--- src/rtl/ckse_pkg.sv ---
// ----------------------------------------------------------------------------
// Checksum engine package
// Types, constants and the sum folding function shared by the checksum
// engine's modules and interfaces.
// ----------------------------------------------------------------------------
package ckse_pkg;

	// Word and sum widths.
	localparam int unsigned WordW = 16;
	localparam int unsigned SumW  = 32;

	// Header layout constants.
	localparam logic [3:0]  MinIhl        = 4'd5;
	localparam logic [15:0] IpCsumWord    = 16'd5;
	localparam logic [15:0] FirstAddrWord = 16'd6;
	localparam logic [15:0] LastAddrWord  = 16'd9;
	localparam logic [15:0] TcpCsumSegWord = 16'd8;
	localparam logic [15:0] PosMax        = 16'hFFFF;
	localparam logic [31:0] ProtoTcp      = 32'd6;

	// One incoming packet word.
	typedef struct packed {
		logic [WordW-1:0] packet_word;
		logic             only_high_byte;
		logic             last_word;
	} ckse_item_t;

	// One result word.
	typedef struct packed {
		logic [WordW-1:0] ip_header_checksum;
		logic [WordW-1:0] tcp_segment_checksum;
		logic             ended_short;
	} ckse_result_t;

	// Unfolded sums handed from the accumulator to the folding stage.
	typedef struct packed {
		logic [SumW-1:0] ip_sum;
		logic [SumW-1:0] tcp_sum;
		logic            ended_short;
	} ckse_final_t;

	// Fold a 32-bit sum twice into 16 bits and complement it.
	function automatic logic [WordW-1:0] fold_not(input logic [SumW-1:0] s);
		logic [WordW:0] a;
		logic [WordW:0] b;
		a = {1'b0, s[WordW-1:0]} + {1'b0, s[SumW-1:WordW]};
		b = {1'b0, a[WordW-1:0]} + {{WordW{1'b0}}, a[WordW]};
		return ~b[WordW-1:0];
	endfunction

endpackage

--- src/rtl/ckse_pkt_if.sv ---
// ----------------------------------------------------------------------------
// Packet word channel
// Valid/ready channel carrying one packet word with its end marks.
// ----------------------------------------------------------------------------
interface ckse_pkt_if;
	logic                valid;
	logic                ready;
	ckse_pkg::ckse_item_t payload;

	modport source(output valid, output payload, input ready);
	modport sink(input valid, input payload, output ready);
endinterface

--- src/rtl/ckse_csum_if.sv ---
// ----------------------------------------------------------------------------
// Checksum result channel
// Valid/ready channel carrying the two checksums and the short packet flag.
// ----------------------------------------------------------------------------
interface ckse_csum_if;
	logic                  valid;
	logic                  ready;
	ckse_pkg::ckse_result_t payload;

	modport source(output valid, output payload, input ready);
	modport sink(input valid, input payload, output ready);
endinterface

--- src/rtl/ckse_accum.sv ---
// ----------------------------------------------------------------------------
// Checksum accumulator
// Tracks the word position and header fields of the current packet, adds each
// word into the IP and TCP running sums and, on the last word, registers the
// unfolded totals for the folding stage.
// ----------------------------------------------------------------------------
module ckse_accum (
	input  logic                 clk,
	input  logic                 arst_n,
	input  logic                 item_valid,
	input  ckse_pkg::ckse_item_t item,
	output logic                 item_ready,
	output logic                 fin_valid,
	output ckse_pkg::ckse_final_t fin,
	input  logic                 fin_ready
);

	logic [15:0] word_position_q;
	logic [3:0]  hlw_q;
	logic [15:0] seglen_q;
	logic [31:0] hsum_q;
	logic [31:0] ssum_q;

	logic                  valid_s2;
	ckse_pkg::ckse_final_t final_s2;

	logic        take;
	logic [15:0] w;
	logic [3:0]  ihl;
	logic [3:0]  hlw_new;
	logic [4:0]  hwords;
	logic [5:0]  hbytes;
	logic [15:0] seglen_new;
	logic        in_header;
	logic [15:0] sw;
	logic [17:0] off;
	logic [15:0] hdr_add;
	logic [15:0] seg_add;
	logic [31:0] hsum_new;
	logic [31:0] ssum_new;
	logic [17:0] bytes;
	logic        short_flag;
	logic [31:0] tcp_total;

	// A last word may only pass when the result register can take its totals.
	assign item_ready = !item.last_word || !valid_s2 || fin_ready;
	assign take       = item_valid && item_ready;

	// Per-word decode and sum contributions.
	always_comb begin
		w = item.only_high_byte ? {item.packet_word[15:8], 8'h00} : item.packet_word;
		ihl = w[11:8];
		if (word_position_q == 16'd0) begin
			hlw_new = (ihl < ckse_pkg::MinIhl) ? ckse_pkg::MinIhl : ihl;
		end else begin
			hlw_new = hlw_q;
		end
		hwords = {hlw_new, 1'b0};
		hbytes = {hlw_new, 2'b00};

		if (word_position_q == 16'd1) begin
			seglen_new = (w >= {10'd0, hbytes}) ? (w - {10'd0, hbytes}) : 16'd0;
		end else begin
			seglen_new = seglen_q;
		end

		in_header = word_position_q < {11'd0, hwords};
		sw        = word_position_q - {11'd0, hwords};
		off       = {1'b0, sw, 1'b0};

		hdr_add = 16'd0;
		seg_add = 16'd0;
		if (in_header) begin
			if (word_position_q != ckse_pkg::IpCsumWord) begin
				hdr_add = w;
			end
			if (word_position_q >= ckse_pkg::FirstAddrWord &&
			    word_position_q <= ckse_pkg::LastAddrWord) begin
				seg_add = w;
			end
		end else if (sw != ckse_pkg::TcpCsumSegWord) begin
			// Past the header the segment length is already settled.
			if (off + 18'd2 <= {2'd0, seglen_q}) begin
				seg_add = w;
			end else if (off + 18'd1 == {2'd0, seglen_q}) begin
				seg_add = {w[15:8], 8'h00};
			end
		end

		hsum_new = hsum_q + {16'd0, hdr_add};
		ssum_new = ssum_q + {16'd0, seg_add};

		// Byte count seen, and totals for the end of the packet.
		bytes      = {1'b0, word_position_q, 1'b0} + 18'd2 - {17'd0, item.only_high_byte};
		short_flag = bytes < ({12'd0, hbytes} + {2'd0, seglen_new});
		tcp_total  = ssum_new + ckse_pkg::ProtoTcp + {16'd0, seglen_new};
	end

	// Packet state: cleared after the last word ready for the next packet.
	always_ff @(posedge clk or negedge arst_n) begin
		if (!arst_n) begin
			word_position_q <= 16'd0;
			hlw_q           <= 4'd0;
			seglen_q        <= 16'd0;
			hsum_q          <= 32'd0;
			ssum_q          <= 32'd0;
		end else if (take) begin
			if (item.last_word) begin
				word_position_q <= 16'd0;
				hlw_q           <= 4'd0;
				seglen_q        <= 16'd0;
				hsum_q          <= 32'd0;
				ssum_q          <= 32'd0;
			end else begin
				if (word_position_q != ckse_pkg::PosMax) begin
					word_position_q <= word_position_q + 16'd1;
				end
				hlw_q    <= hlw_new;
				seglen_q <= seglen_new;
				hsum_q   <= hsum_new;
				ssum_q   <= ssum_new;
			end
		end
	end

	// Result register valid flag.
	always_ff @(posedge clk or negedge arst_n) begin
		if (!arst_n) begin
			valid_s2 <= 1'b0;
		end else if (take && item.last_word) begin
			valid_s2 <= 1'b1;
		end else if (fin_ready) begin
			valid_s2 <= 1'b0;
		end
	end

	// Result register payload.
	always_ff @(posedge clk) begin
		if (take && item.last_word) begin
			final_s2.ip_sum      <= hsum_new;
			final_s2.tcp_sum     <= tcp_total;
			final_s2.ended_short <= short_flag;
		end
	end

	assign fin_valid = valid_s2;
	assign fin       = final_s2;

`ifndef NO_ASSERTIONS
	// The last word of a packet clears the position and raises a result.
	a_last_clears: assert property (@(posedge clk) disable iff (!arst_n)
		take && item.last_word |=> word_position_q == 16'd0 && valid_s2)
		else $error("last word did not clear state or raise a result");

	// Once set, the header length is never below the minimum.
	a_hlw_min: assert property (@(posedge clk) disable iff (!arst_n)
		hlw_q != 4'd0 |-> hlw_q >= ckse_pkg::MinIhl)
		else $error("header length below minimum");

	// At the start of a packet every running value is zero.
	a_start_clean: assert property (@(posedge clk) disable iff (!arst_n)
		word_position_q == 16'd0 |->
			hlw_q == 4'd0 && seglen_q == 16'd0 && hsum_q == 32'd0 && ssum_q == 32'd0)
		else $error("packet state not clean at packet start");

	// A waiting result is neither lost nor altered.
	a_result_held: assert property (@(posedge clk) disable iff (!arst_n)
		valid_s2 && !fin_ready |=> valid_s2 && $stable(final_s2))
		else $error("pending result dropped or changed");
`endif

endmodule

--- src/rtl/ckse_fold.sv ---
// ----------------------------------------------------------------------------
// Checksum folding stage
// Folds both end-of-packet sums to 16 bits, complements them and holds the
// result word in the output register until it is taken.
// ----------------------------------------------------------------------------
module ckse_fold (
	input  logic                  clk,
	input  logic                  arst_n,
	input  logic                  fin_valid,
	input  ckse_pkg::ckse_final_t fin,
	output logic                  fin_ready,
	ckse_csum_if.source           csum
);

	logic                   valid_q;
	ckse_pkg::ckse_result_t result_q;

	// The output register takes a new word when empty or being emptied.
	assign fin_ready = !valid_q || csum.ready;

	always_ff @(posedge clk or negedge arst_n) begin
		if (!arst_n) begin
			valid_q <= 1'b0;
		end else if (fin_ready) begin
			valid_q <= fin_valid;
		end
	end

	// Fold and complement into the output register.
	always_ff @(posedge clk) begin
		if (fin_ready && fin_valid) begin
			result_q.ip_header_checksum   <= ckse_pkg::fold_not(fin.ip_sum);
			result_q.tcp_segment_checksum <= ckse_pkg::fold_not(fin.tcp_sum);
			result_q.ended_short          <= fin.ended_short;
		end
	end

	assign csum.valid   = valid_q;
	assign csum.payload = result_q;

endmodule

--- src/rtl/ipv4_tcp_checksum_engine_core.sv ---
// ----------------------------------------------------------------------------
// IPv4 / TCP checksum engine
// Computes the IPv4 header checksum and the TCP checksum with pseudo header
// over a packet streamed as 16-bit network order words.
// ----------------------------------------------------------------------------
// The engine takes one packet word per cycle, with no gap between packets,
// except while a last word waits on a full result path, and gives one result
// word for each word marked last. Each word passes an input register and is
// added into the running sums; a last word's totals go into the result
// register, and the folding stage feeds the output register from there.
// The input keeps accepting words while a finished result waits; only a last
// word waits on a full result path. The header length comes from the first
// word, an IHL below five being treated as five, and the segment length from
// the second; words beyond the segment are ignored and an odd final byte is
// padded with a zero low byte.
// ----------------------------------------------------------------------------
module ipv4_tcp_checksum_engine_core (
	input  logic      clk,
	input  logic      arst_n,
	ckse_pkt_if.sink  pkt,
	ckse_csum_if.source csum
);

	logic                  valid_s1;
	ckse_pkg::ckse_item_t  item_s1;
	logic                  item_ready;
	logic                  fin_valid;
	ckse_pkg::ckse_final_t fin;
	logic                  fin_ready;

	// Input register: refilled whenever its word moves on.
	assign pkt.ready = !valid_s1 || item_ready;

	always_ff @(posedge clk or negedge arst_n) begin
		if (!arst_n) begin
			valid_s1 <= 1'b0;
		end else if (pkt.ready) begin
			valid_s1 <= pkt.valid;
		end
	end

	always_ff @(posedge clk) begin
		if (pkt.ready && pkt.valid) begin
			item_s1 <= pkt.payload;
		end
	end

	// Running sums and packet state.
	ckse_accum u_accum (
		.clk        (clk),
		.arst_n     (arst_n),
		.item_valid (valid_s1),
		.item       (item_s1),
		.item_ready (item_ready),
		.fin_valid  (fin_valid),
		.fin        (fin),
		.fin_ready  (fin_ready)
	);

	// Folding and output register.
	ckse_fold u_fold (
		.clk       (clk),
		.arst_n    (arst_n),
		.fin_valid (fin_valid),
		.fin       (fin),
		.fin_ready (fin_ready),
		.csum      (csum)
	);

endmodule

--- src/flat_wrapper.sv ---
// flat-port wrapper written by rule: the top's interface ports become plain ports
module ipv4_tcp_checksum_engine_core_flat 
  (clk, arst_n, pkt_valid, pkt_payload, pkt_ready, csum_valid, csum_payload, csum_ready);
  ckse_pkt_if pkt_i ();
  ckse_csum_if csum_i ();
  input  logic clk;
  input  logic arst_n;
  input wire logic [$bits(pkt_i.valid)-1:0] pkt_valid;
  input wire logic [$bits(pkt_i.payload)-1:0] pkt_payload;
  output wire logic [$bits(pkt_i.ready)-1:0] pkt_ready;
  output wire logic [$bits(csum_i.valid)-1:0] csum_valid;
  output wire logic [$bits(csum_i.payload)-1:0] csum_payload;
  input wire logic [$bits(csum_i.ready)-1:0] csum_ready;
  assign pkt_i.valid = pkt_valid;
  assign pkt_i.payload = pkt_payload;
  assign pkt_ready = pkt_i.ready;
  assign csum_valid = csum_i.valid;
  assign csum_payload = csum_i.payload;
  assign csum_i.ready = csum_ready;
  ipv4_tcp_checksum_engine_core u_core (.clk(clk), .arst_n(arst_n), .pkt(pkt_i), .csum(csum_i));
endmodule
--- config.mk ---
export PLATFORM = sky130hd
export DESIGN_NAME = ipv4_tcp_checksum_engine_core_flat
export DESIGN_NICKNAME = d
export VERILOG_FILES = /design/src/rtl/ckse_pkg.sv /design/src/rtl/ckse_pkt_if.sv /design/src/rtl/ckse_csum_if.sv /design/src/rtl/ckse_accum.sv /design/src/rtl/ckse_fold.sv /design/src/rtl/ipv4_tcp_checksum_engine_core.sv /design/src/flat_wrapper.sv
export SDC_FILE = /design/constraint.sdc
export NUM_CORES = 1
export LEC_CHECK = 0
export ABC_AREA = 1
export BUFFER_PORTS_ARGS = -buffer_cell sky130_fd_sc_hd__buf_4
export CORE_MARGIN = 3
export CORE_UTILIZATION = 45
export DETAILED_ROUTE_END_ITERATION = 8
export GPL_TIMING_DRIVEN = 0
export PLACE_DENSITY_LB_ADDON = 0.15
export SLEW_MARGIN = 20
export SYNTH_ARGS = -nofsm -noshare
export SYNTH_HDL_FRONTEND = slang
export SYNTH_SLANG_ARGS = --single-unit
--- constraint.sdc ---
create_clock -name clk -period 8.2 [get_ports clk]
set_input_delay 1.23 -clock clk [delete_from_list [all_inputs] [get_ports clk]]
set_output_delay 1.23 -clock clk [all_outputs]
set_load 0.1 [all_outputs]
Word-level counts from Yosys, hierarchy flattened

Cells that the tools add are included.

Latch bits: 0
Output and inout bits: 35
Bits of input ports: 22
Memories: 0
Logic and storage cells: 84
Register bits after elaboration: 219
Memory bits (writable): 0
ROM bits: 0

Reductions and logical operators: 17
Order comparisons: 7
Shift operators: 0
Add/sub/neg operators: 16
Multipliers: 0
Div/mod/pow operators: 0
Eq/ne operators: 5
Mux-type cells: 20
Bitwise logic cells: 2

Operator list:

| kind                    | number |
|---|---|
| $mux W16                | 12 |
| $add A32 B16 Y32        | 3 |
| $mux W32                | 2 |
| $add A17 B2 Y18 const B | 2 |
| $add A16 B16 Y17        | 2 |
| $add A16 B1 Y16         | 2 |
| $add A32 B3 Y32 const B | 1 |
| $not A16 Y16            | 2 |
| $add A17 B1 Y18 const B | 1 |
| $eq A18 B16 Y1          | 1 |
| $le A18 B16 Y1          | 1 |
| $lt A18 B17 Y1          | 1 |
| $sub A18 B1 Y18         | 1 |
| $add A6 B16 Y17         | 1 |
| $add A16 B1 Y16 const B | 1 |
| $eq A16 B1 Y1 const B   | 1 |
| $ge A16 B3 Y1 const B   | 1 |
| $ge A16 B6 Y1           | 1 |
| $le A16 B4 Y1 const B   | 1 |
| $logic_not A16 Y1       | 1 |
| $lt A16 B5 Y1           | 1 |
| $ne A16 B16 Y1 const B  | 1 |
| $ne A16 B3 Y1 const B   | 1 |
| $ne A16 B4 Y1 const B   | 1 |
| other kinds (11)        | 25 |

Logic depth before layout (Yosys ltp)

Gate-level depths: netlist of the first run.

Depth after elaboration: 13
Depth in mapped cells: 62
Mapped depth without buffers: 62

By module

From an unflattened synthesis of the first run, not the netlist that was laid out.

Cell total of the unflattened synthesis: 2416
Area total of the unflattened synthesis: 18505.2 um^2

By module, submodules not included:

| module                        | seq. area each (um^2) | instances | area an instance (um^2) | cells an instance |
|---|---|---|---|---|
| ckse_accum                    | 4479.3                | 1         | 14124.8                 | 1815 |
| ckse_fold                     | 1016.0                | 1         | 3794.9                  | 577 |
| ipv4_tcp_checksum_engine_core | 565.5                 | 1         | 585.6                   | 24 |

Least setup slack after synthesis of the first run

OpenSTA, ideal clock, no wires.

Path type: reg2reg
Start point: reg u_core.u_accum.word_position_q[6]
End point: reg u_core.u_accum.final_s2, in the netlist u_core.u_accum.fin[32], data pin
Setup time: 0.249 ns
Arrival: 8.237 ns
Required time: 7.951 ns
Clock period less this slack: 8.486 ns
Cell stages (with the launch flop): 57
Setup slack: -0.286 ns
Buffers on the path: 0
Path through: dfrtp_1 > inv_1 > ha_1 > nand2_4 > nor2_8 > nand2_4 > o21ai_0 > ha_1 > inv_1 > ha_1 > inv_1 > nand2_1 > nand3_2 > nand2_2 > nand2_1 > xor2_1 > inv_1 > nor2_1 > [... 21 more ...] > nand2_1 > nand3_1 > nand2_1 > a31oi_1 > xnor2_1 > ha_1 > ha_1 > nand2_1 > nor2_1 > nand4_1 > o21a_1 > nor2_1 > inv_1 > nor3_4 > and2_1 > nand3b_1 > nand2_1 > inv_1

Cells in the longest elaborated chain, start to end: 12
Elaborated cells on any way between the ends: 25
Those cells by class: 7 x add/sub; 5 x order compare; 3 x eq/ne; 8 x mux; 2 x reduce/logical

RTL lines:

| element                                                                   | line              | RTL |
|---|---|---|
| start, declared                                                           | ckse_accum.sv:18  | `logic [15:0] word_position_q;` |
| start signal, assigned                                                    | ckse_accum.sv:116 | `word_position_q <= word_position_q + 16'd1;` |
| parallel branches: the longest is 11 deep, another holds $add A32 B16 Y32 | -                 |  |
| $add A32 B16 Y32 *                                                        | ckse_accum.sv:96  | `tcp_total = ssum_new + ckse_pkg::ProtoTcp + {16'd0, seglen_new};` |
| net u_core.u_accum.tcp_total[31]                                          | ckse_accum.sv:43  | `logic [31:0] tcp_total;` |
| end, declared                                                             | ckse_accum.sv:25  | `ckse_pkg::ckse_final_t final_s2;` |

Mark *: on every way through the listed nets, which the timed path passes.
A chain may end at the register's enable or synchronous reset.

Worst setup path in the final report of the first run

Start point: reg u_core.u_accum.word_position_q[11]
End point: reg u_core.u_accum.final_s2, in the netlist u_core.u_accum.fin[28], data pin

Same word-level chain as after synthesis.

==> results of run 1 <==
-- flip-flops by register name, summed over array words and instances, names as in the netlist --
register and flops:
u_core.u_accum.fin 65, u_core.u_fold.csum.payload 33, u_core.u_accum.hsum_q 32, u_core.u_accum.ssum_q 32, u_core.item_s1 18, u_core.u_accum.seglen_q 16
u_core.u_accum.word_position_q 16, u_core.u_accum.hlw_q 4, u_core.u_accum.fin_valid 1, u_core.u_fold.csum.valid 1, u_core.valid_s1 1
-- cells in the mapped netlist, types with 8 or more instances --
cell type	instances
nor2_1	136
nor2_2	8
ha_1	196
clkbuf_1	20
inv_1	293
nand2_4	12
a22o_1	32
nand2_2	32
nand3_2	8
xnor2_1	40
o21ai_0	85
inv_2	12
a21oi_1	128
edfxtp_1	116
nand4_1	33
o21ai_1	8
o21bai_1	17
nand2_1	382
nor3_1	43
nand3_1	135
o21ai_2	8
a31oi_1	9
nor4_1	9
xor2_1	136
dfrtp_1	103
o22ai_1	42
-- per-stage QoR --
stage	cells	setup TNS, ns	total power, W	setup WS, ns	hold slack, ns
6_report	2862	-0.00300	0.00841	-0.00300	0.420
3_3_place_gp	2695	-33.91	0.00608	-2.01	0.403
5_1_grt	2862	-3.09	0.00906	-0.387	0.422
2_1_floorplan	2128	0	0.00504	0.0160	0.400
3_5_place_dp	2698	-34.21	0.00615	-2.02	0.407
4_1_cts	2827	-0.385	0.00792	-0.147	0.422
-- layout make-up --
cell class / instances / area [µm²]
plain buffers: 26 / 103
clock buffers: 30 / 728
clock inverters: 22 / 293
fillers: 3371 / 16200
inverters: 308 / 1200
multi-input cells: 1575 / 11500
flip-flops and latches: 219 / 6080
well taps: 511 / 639
repair buffers: 171 / 1380
-- routing by layer --
| metal | GRT usage (%) | vias to the layer above | wire (µm) |
|---|---|---|---|
| li1 | - | 7596 | - |
| met5 | 0 | - | 0 |
| met4 | 7.54 | 0 | 1710 |
| met3 | 2.74 | 93 | 2850 |
| met1 | 33.0 | 7227 | 22900 |
| met2 | 41.5 | 453 | 24400 |
-- cell families after synthesis --
kind of cell,after synthesis,synth area share (%)
buffers and inverters,334,7.15
adder cells (fa/ha/maj),201,14.5
AND/OR/NAND/NOR,831,22.4
AO/OA/AOI/OAI,365,12.6
XOR/XNOR,178,8.99
flip-flops,219,34.4
-- power by group through the flow --
stage,Clock (W),Sequential [W],Combinational (W)
5_1_grt,0.00142,0.00165,0.00599
2_1_floorplan,0,0.00190,0.00314
3_3_place_gp,0,0.00165,0.00444
6_report,0.00135,0.00163,0.00543
4_1_cts,0.00139,0.00162,0.00491
3_5_place_dp,0,0.00164,0.00451
-- final timing paths --
kind,to,slack [ns],cells after the start
setup / recovery,u_core.u_accum.fin[28]$_DFFE_PP_,-0.003,57
hold / removal,u_core.u_fold.csum.payload[0]$_DFFE_PP_,0.42,0
setup reg to reg,u_core.u_accum.fin[28]$_DFFE_PP_,-0.003,57
hold reg to reg,u_core.u_fold.csum.payload[0]$_DFFE_PP_,0.42,0
max in group asynchronous,u_core.u_accum.hsum_q[25]$_DFFE_PN0P_,6.90,2
min in group asynchronous,u_core.u_accum.word_position_q[2]$_DFFE_PN0P_,0.59,1
-- critical path: cells and delay by family (launching register included) --
kind	cells	cell delay [ns]
flip-flops	1	0.42
AO/OA/AOI/OAI	7	1.17
AND/OR/NAND/NOR	28	3.00
XOR/XNOR	3	0.51
adder cells (fa/ha/maj)	7	1.71
buffers and inverters	12	1.08
-- repair_timing --
action	CTS	global route
hold buffers	0	0
resized for setup	161	123
pin swaps	56	69
setup endpoints to repair	28	20
gates cloned	0	0
setup buffers	77	36
==> flow_metrics.env, run 1 <==
export IMPL_area_growth_synth_to_final_pct=24.3
export IMPL_layout_drive_gt1_share_pct=22.0
export IMPL_setup_violations=1
export IMPL_hpwlAfterDp_um=39000
export IMPL_clk_latency_ns=0.58
export IMPL_seq_area_frac_synth_pct=34.4
export IMPL_grt_pass1_vias=15100
export IMPL_slowest_stage="dfrtp_2"
export IMPL_grt_use_total_pct=24.5
export IMPL_num_vias=15400
export IMPL_drt_iter0_drc=1043
export IMPL_finalCritPeriodShare_pct=100
export IMPL_path_clk_slew_ns=0.06
export IMPL_end_kind="flop"
export IMPL_hp_class="reg2reg"
export IMPL_grt_overflow_total=0
export IMPL_p_per_area_mw_per_mm2=384
export IMPL_ys_ff_latch=219
export IMPL_synthCells=2128
export IMPL_status="complete, but fails checks"
export IMPL_drv_slew=0
export IMPL_clkSinkCount=219
export IMPL_power_frac_comb_pct=64.5
export IMPL_slowest_delay_ns=0.42
export IMPL_core_area_mm2=0.0381
export IMPL_syn_nets=2351
export IMPL_tightest_slew_ns=0.901
export IMPL_row_count=71
export IMPL_post_route_util_pct=57.5
export IMPL_synth_avg_cell_area_um2=8.29
export IMPL_wl_um=51800
export IMPL_grt_pass1_wl_um=80800
export IMPL_vias_per_cell=5.37
export IMPL_p_sw_share_pct=49.0
export IMPL_clockBufferDepth=3
export IMPL_ys_flop_type="edfxtp_1"
export IMPL_synth_top_cell_by_area="edfxtp_1"
export IMPL_io_pins=57
export IMPL_slew_headroom_pct=39.9
export IMPL_cpMostUsedCell="nand2_4"
export IMPL_gp_congestion=0.961
export IMPL_worstHoldStart="u_core.u_accum.fin[0]$_DFFE_PP_"
export IMPL_start_util_pct=46.3
export IMPL_crit_type="reg2reg"
export IMPL_min_period_ns=8.20
export IMPL_syn_cell_area_mm2=0.0176
export IMPL_cp_data_required_time_ns=8.50
export IMPL_p_clk_share_pct=16.1
export IMPL_failed_checks="setup timing"
export IMPL_ys_async_sr_fraction_pct=47.0
export IMPL_stdcell_area_mm2=0.0219
export IMPL_cts_root_buf="clkbuf_16"
export IMPL_p_leak_nw=10.1
export IMPL_postPlaceCellArea_mm2=0.0188
export IMPL_final_hold_viol_count=0
export IMPL_firstDrtPassIters=5
export IMPL_n_antenna_cell=0
export IMPL_drc=0
export IMPL_synth_top_cell_area_share_pct=19.8
export IMPL_synth_edf_count=116
export IMPL_r2r_start="u_core.u_accum.word_position_q[11]$_DFFE_PN0P_"
export IMPL_internal_power_w=0.00429
export IMPL_cts_inserted_buffers=28
export IMPL_ant_nets=0
export IMPL_antenna_found_initial=0
export IMPL_nets=2552
export IMPL_port_buffers=56
export IMPL_finClkSkew_ns=0.0224
export IMPL_start_kind="flop"
export IMPL_p_seq_share_pct=19.4
export IMPL_die_area_mm2=0.0416
export IMPL_grt_max_degree=65
export IMPL_layout_commonest_cell="nand2_1"
export IMPL_cap_violations=0
export IMPL_die_width_um=204
export IMPL_cts_tree="built"
export IMPL_cp_arrival_ns=8.50
export IMPL_fmax_mhz=122
export IMPL_yosysWarnings=0
export IMPL_routedWlPerCell_um=18.1
export IMPL_final_cell_mix="nand2_1, inv_1, ha_1, buf_4, xor2_1"
export IMPL_cp_max_fo=7
export IMPL_setup_slack_ns=-0.00300
export IMPL_p_switching_w=0.00412
export IMPL_die_h_um=204
export IMPL_synth_area_leaders="edfxtp_1, dfrtp_1, ha_1"
export IMPL_synth_cell_types=61
export IMPL_rsz0062_at_grt="yes"
export IMPL_crit_start="u_core.u_accum.word_position_q[11]$_DFFE_PN0P_"
export IMPL_htree_levels=1
export IMPL_ir_drop_v=0.000249
Note: power is estimated with default switching activity, not from simulation.
==> run 2, diff against run 1 <==
- CORE_UTILIZATION: 45 -> 56
==> run 2 against run 1 <==
  * The flow still finishes with violations (setup timing)
  * First-iteration DRC count up 21%
  * Sequential power about the same
  * Flip-flop and latch count unchanged
  * Sequential share of layout area up 0.37 points
  * Maximum frequency down 3.0%
  * Wire length up 1.2%
  * Cell count down 4.0%
  * Setup slack worse by 0.25 ns
  * Critical path type unchanged
  * Largest cell class unchanged
  * Highest routed layer unchanged
==> flow_metrics.env, run 2 (same netlist as run 1, synthesis figures left out) <==
export IMPL_hp_class="reg2reg"
export IMPL_area_growth_synth_to_final_pct=22.6
export IMPL_p_leak_nw=10.0
export IMPL_n_antenna_cell=0
export IMPL_drc=0
export IMPL_final_hold_viol_count=0
export IMPL_layout_commonest_cell="nand2_1"
export IMPL_crit_type="reg2reg"
export IMPL_vias_per_cell=5.74
export IMPL_grt_use_total_pct=30.3
export IMPL_pre_cts_ws_ns=-1.99
export IMPL_die_width_um=183
export IMPL_min_period_ns=8.45
export IMPL_slew_headroom_pct=36.1
export IMPL_slowest_delay_ns=0.41
export IMPL_clkSinkCount=219
export IMPL_drt_iter0_drc=1267
export IMPL_cap_violations=0
export IMPL_start_kind="flop"
export IMPL_hpwlAfterDp_um=38400
export IMPL_p_per_area_mw_per_mm2=389
export IMPL_ir_drop_v=0.000237
export IMPL_grt_pass1_wl_um=80900
export IMPL_cts_inserted_buffers=27
export IMPL_cts_tree="built"
export IMPL_wl_um=52500
export IMPL_ant_nets=0
export IMPL_fin_total_pwr_w=0.00842
export IMPL_row_count=64
export IMPL_status="complete, but fails checks"
export IMPL_drv_slew=0
export IMPL_setup_violations=6
export IMPL_tightest_slew_ns=0.958
export IMPL_grt_max_degree=53
export IMPL_start_util_pct=57.2
export IMPL_layout_drive_gt1_share_pct=21.6
export IMPL_setup_slack_ns=-0.253
export IMPL_cp_max_fo=5
export IMPL_firstDrtPassIters=5
export IMPL_finClkSkew_ns=0.0140
export IMPL_finalCritPeriodShare_pct=103
export IMPL_clk_latency_ns=0.57
export IMPL_crit_buf_inv=17
export IMPL_routedWlPerCell_um=19.1
export IMPL_failed_checks="setup timing"
export IMPL_rsz0062_at_grt="yes"
export IMPL_grt_overflow_total=0
export IMPL_gp_congestion=0.943
export IMPL_nets=2554
export IMPL_path_clk_slew_ns=0.06
export IMPL_htree_levels=1
export IMPL_io_pins=57
export IMPL_die_area_mm2=0.0336
export IMPL_end_kind="flop"
export IMPL_slowest_stage="dfrtp_2"
export IMPL_cp_data_required_time_ns=8.51
export IMPL_final_cell_mix="nand2_1, inv_1, buf_4"
export IMPL_core_area_mm2=0.0308
export IMPL_antenna_found_initial=0
export IMPL_fmax_mhz=118
export IMPL_cp_arrival_ns=8.76
export IMPL_hold_buffers=0
export IMPL_die_h_um=183
export IMPL_grt_pass1_vias=15400
export IMPL_port_buffers=56
export IMPL_cts_root_buf="clkbuf_16"
export IMPL_largest_reg_flops=65
export IMPL_cpMostUsedCell="buf_4"
export IMPL_num_vias=15800
export IMPL_clockBufferDepth=3
export IMPL_path_delay_family="simple AND/OR/NAND/NOR gates"
## run 2: changes by cell type in the layout (fill, tap and decap cells not counted), sizes merged
cell and change:
buf +2, bufinv -2, nand4 +1, clkinvlp -3
clkbuf +3
## run 2: path summary, 6_finish.rpt
| check | slack (ns) | cells past startpoint | from | end |
|---|---|---|---|---|
| setup / recovery | -0.25 | 57 | u_core.u_accum.word_position_q[11]$_DFFE_PN0P_ | u_core.u_accum.fin[16]$_DFFE_PP_ |
| hold / removal | 0.43 | 0 | u_core.u_accum.fin[0]$_DFFE_PP_ | u_core.u_fold.csum.payload[0]$_DFFE_PP_ |
| setup reg to reg | -0.25 | 57 | u_core.u_accum.word_position_q[11]$_DFFE_PN0P_ | u_core.u_accum.fin[16]$_DFFE_PP_ |
| hold reg to reg | 0.43 | 0 | u_core.u_accum.fin[0]$_DFFE_PP_ | u_core.u_fold.csum.payload[0]$_DFFE_PP_ |
| max in group asynchronous | 6.87 | 2 | arst_n | u_core.u_accum.word_position_q[8]$_DFFE_PN0P_ |
| min in group asynchronous | 0.62 | 1 | arst_n | u_core.u_accum.hsum_q[4]$_DFFE_PN0P_ |
## run 2: per-layer routing
metal  share of wire [%]  global-route usage, %  vias to the layer above  routed length [µm]
li1                    -                      -                     7616                   -
met3                 6.7                   3.44                      129                3520
met5                   0                      0                        -                   0
met4                 4.5                   11.7                        0                2360
met2                  48                   52.1                      568               25100
met1                  41                   39.3                     7447               21500
## run 2: area by class of cell
class                   instances  area [µm²]
plain buffers                  26         103
clock buffers                  33         738
clock inverters                17         204
fillers                      2369        9210
inverters                     308        1190
multi-input cells            1576       11500
flip-flops and latches        219        6080
well taps                     396         495
repair buffers                173        1370
## run 2: timing repair
action,4_1_cts,5_1_grt
endpoints found under the setup margin,28,20
buffers inserted,80,35
gates cloned,1,0
gates resized for setup,150,114
pin swaps,56,52
## run 2: per-stage QoR
stage	std cells	hold slack, ns	utilization, %	setup TNS, ns	instance area [µm²]
final	2748	0.431	70.1	-0.924	21600
after global routing	2748	0.442	70.1	-4.49	21600
after CTS	2714	0.435	67.2	-0.137	20700
after detailed placement	2583	0.405	60.5	-33.29	18600
after global placement	2580	0.416	60.2	-31.56	18600
after floorplan	2128	0.400	-	0	17600
## run 2: power by group
group	leakage (nW)	total [W]	switching, W	internal (W)
Clock	0.453	0.00127	0.000523	0.000745
Combinational	7.06	0.00552	0.00349	0.00203
Sequential	2.50	0.00163	0.000139	0.00149
## run 2: worst register-to-register path, delay by kind of cell, from the launching register on
family	cells	cell delay, ns
AO/OA/AOI/OAI	7	1.23
XOR/XNOR	4	0.72
buffers and inverters	17	1.75
AND/OR/NAND/NOR	21	2.20
adder cells (fa/ha/maj)	8	1.90
flip-flops	1	0.41
==> run 3, diff against run 2 <==
- CTS_BUF_LIST: default -> sky130_fd_sc_hd__clkbuf_2
- REMOVE_ABC_BUFFERS: default -> 1
==> run 3 against run 2 <==
  * The run now ends clean
  * First-iteration DRC count down 18%
  * Die area unchanged
  * Setup slack better by 0.34 ns
  * Sequential power about the same
  * Non-clock buffer count down 35
  * Combinational power down 3.8%
  * Critical endpoint is now u_core.u_accum.fin[30]$_DFFE_PP_
  * Largest cell class unchanged
==> flow_metrics.env, run 3 (same netlist as run 1, synthesis figures left out) <==
export IMPL_p_leak_nw=9.96
export IMPL_path_clk_slew_ns=0.12
export IMPL_finalCritPeriodShare_pct=99.0
export IMPL_internal_power_w=0.00371
export IMPL_end_kind="flop"
export IMPL_clockBufferDepth=3
export IMPL_p_switching_w=0.00402
export IMPL_start_kind="flop"
export IMPL_ir_drop_v=0.000175
export IMPL_die_area_mm2=0.0336
export IMPL_cp_max_fo=6
export IMPL_cp_arrival_ns=8.83
export IMPL_htree_levels=2
export IMPL_cts_tree="built"
export IMPL_status="finished clean"
export IMPL_die_width_um=183
export IMPL_antenna_found_initial=1
export IMPL_grt_use_total_pct=28.7
export IMPL_p_per_area_mw_per_mm2=370
export IMPL_wl_um=49400
export IMPL_cts_root_buf="clkbuf_2"
export IMPL_final_cell_mix="nand2_1, inv_1, ha_1"
export IMPL_largest_reg_flops=65
export IMPL_ant_nets=0
export IMPL_num_vias=15700
export IMPL_die_h_um=183
export IMPL_cp_data_required_time_ns=8.91
export IMPL_port_buffers=56
export IMPL_firstDrtPassIters=8
export IMPL_min_period_ns=8.12
export IMPL_final_cells=2774
export IMPL_cts_inserted_buffers=59
export IMPL_core_area_mm2=0.0308
export IMPL_final_hold_viol_count=0
export IMPL_layout_drive_gt1_share_pct=22.5
export IMPL_holdWs_ns=0.210
export IMPL_io_pins=57
export IMPL_finClkSkew_ns=0.0804
export IMPL_hold_buffers=0
export IMPL_fmax_mhz=123
export IMPL_clkSinkCount=219
export IMPL_hpwlAfterDp_um=35700
export IMPL_p_sw_share_pct=52.0
export IMPL_postPlaceCellArea_mm2=0.0186
export IMPL_gp_congestion=0.993
export IMPL_layout_commonest_cell="nand2_1"
export IMPL_rsz0062_at_grt="yes"
export IMPL_grt_max_degree=65
export IMPL_setup_violations=0
export IMPL_clk_latency_ns=0.94
export IMPL_nets=2550
export IMPL_cap_violations=0
export IMPL_drt_iter0_drc=1042
export IMPL_cpMostUsedCell="nand2_4"
export IMPL_power_frac_comb_pct=68.7
export IMPL_area_growth_synth_to_final_pct=18.6
export IMPL_routedWlPerCell_um=17.8
export IMPL_drc=0
export IMPL_row_count=64
export IMPL_hp_class="in2async"
export IMPL_vias_per_cell=5.65
export IMPL_start_util_pct=57.2
export IMPL_p_seq_share_pct=20.8
export IMPL_p_clk_share_pct=10.5
export IMPL_tightest_slew_ns=0.814
export IMPL_drv_slew=0
export IMPL_slew_headroom_pct=45.2
export IMPL_slowest_stage="dfrtp_2"
export IMPL_grt_pass1_wl_um=77200
export IMPL_slowest_delay_ns=0.45
export IMPL_post_route_util_pct=67.8
export IMPL_stdcell_area_mm2=0.0209
export IMPL_dpl_cell_count=2561
export IMPL_grt_overflow_total=0
export IMPL_grt_pass1_vias=15300
export IMPL_crit_type="reg2reg"
-- run 3: cell types whose count changed in the layout (fill, tap and decap cells not counted), moves of 6 or more --
cell / previous run / this run
clkinv_2: 1 / 9
clkbuf_1: 22 / 0
o21ai_2: 13 / 19
ha_4: 37 / 24
buf_4: 164 / 153
clkinv_1: 5 / 19
clkbuf_2: 0 / 82
clkbuf_16: 27 / 0
ha_1: 156 / 168
-- run 3: repair_timing --
item / CTS / global route
resized for setup: 136 / 107
pin swaps: 42 / 81
buffers inserted: 65 / 37
endpoints found under the setup margin: 35 / 21
-- run 3: area by class of cell --
class	instances	area, µm²
clock inverter	29	155
multi-input combinational	1575	11200
sequential	219	6080
antenna	1	2.50
tap	396	495
clock buffer	82	410
inverter	308	1210
timing repair buffer	164	1350
fill	2449	9920
-- run 3: per-stage QoR --
stage,setup WS (ns),setup TNS (ns),power [W]
finish,0.0844,0,0.00773
global route,-0.523,-5.04,0.00836
CTS,0.00539,0,0.00727
detailed placement,-2.16,-43.36,0.00608
global placement,-2.00,-44.86,0.00597
floorplan,-0.286,-2.15,0.00500
-- run 3: power by group through the flow --
stage          Clock, W  Sequential [W]  Combinational, W
2_1_floorplan         0         0.00190           0.00310
3_3_place_gp          0         0.00163           0.00434
3_5_place_dp          0         0.00163           0.00445
4_1_cts        0.000839         0.00160           0.00483
5_1_grt        0.000891         0.00163           0.00584
6_report       0.000809         0.00161           0.00531
-- run 3: final timing paths --
| check | start | endpoint | slack, ns | cells after the start |
|---|---|---|---|---|
| hold / removal | arst_n | u_core.u_accum.ssum_q[27]$_DFFE_PN0P_ | 0.21 | 1 |
| setup / recovery | u_core.u_accum.word_position_q[14]$_DFFE_PN0P_ | u_core.u_accum.fin[30]$_DFFE_PP_ | 0.08 | 60 |
| hold reg to reg | u_core.u_accum.fin[0]$_DFFE_PP_ | u_core.u_fold.csum.payload[0]$_DFFE_PP_ | 0.44 | 0 |
| max in group asynchronous | arst_n | u_core.u_accum.word_position_q[10]$_DFFE_PN0P_ | 7.18 | 2 |
| min in group clk | u_core.u_accum.fin[0]$_DFFE_PP_ | u_core.u_fold.csum.payload[0]$_DFFE_PP_ | 0.44 | 0 |
| setup reg to reg | u_core.u_accum.word_position_q[14]$_DFFE_PN0P_ | u_core.u_accum.fin[30]$_DFFE_PP_ | 0.08 | 60 |
-- run 3: critical path: cells and delay by family, from the launching register on --
family                   cells  cell delay [ns]
AND/OR/NAND/NOR             25             2.45
XOR/XNOR                     3             0.60
flip-flops                   1             0.45
buffers and inverters       15             1.30
AO/OA/AOI/OAI               10             1.48
adder cells (fa/ha/maj)      7             1.62
-- run 3: per-layer routing --
layer | global-route usage, % | wire length (µm) | up-vias
li1 | - | - | 7636
met2 | 52.0 | 24900 | 517
met1 | 33.0 | 19500 | 7353
met3 | 3.86 | 2440 | 177
met4 | 14.8 | 2650 | 0
met5 | 0 | 0 | -
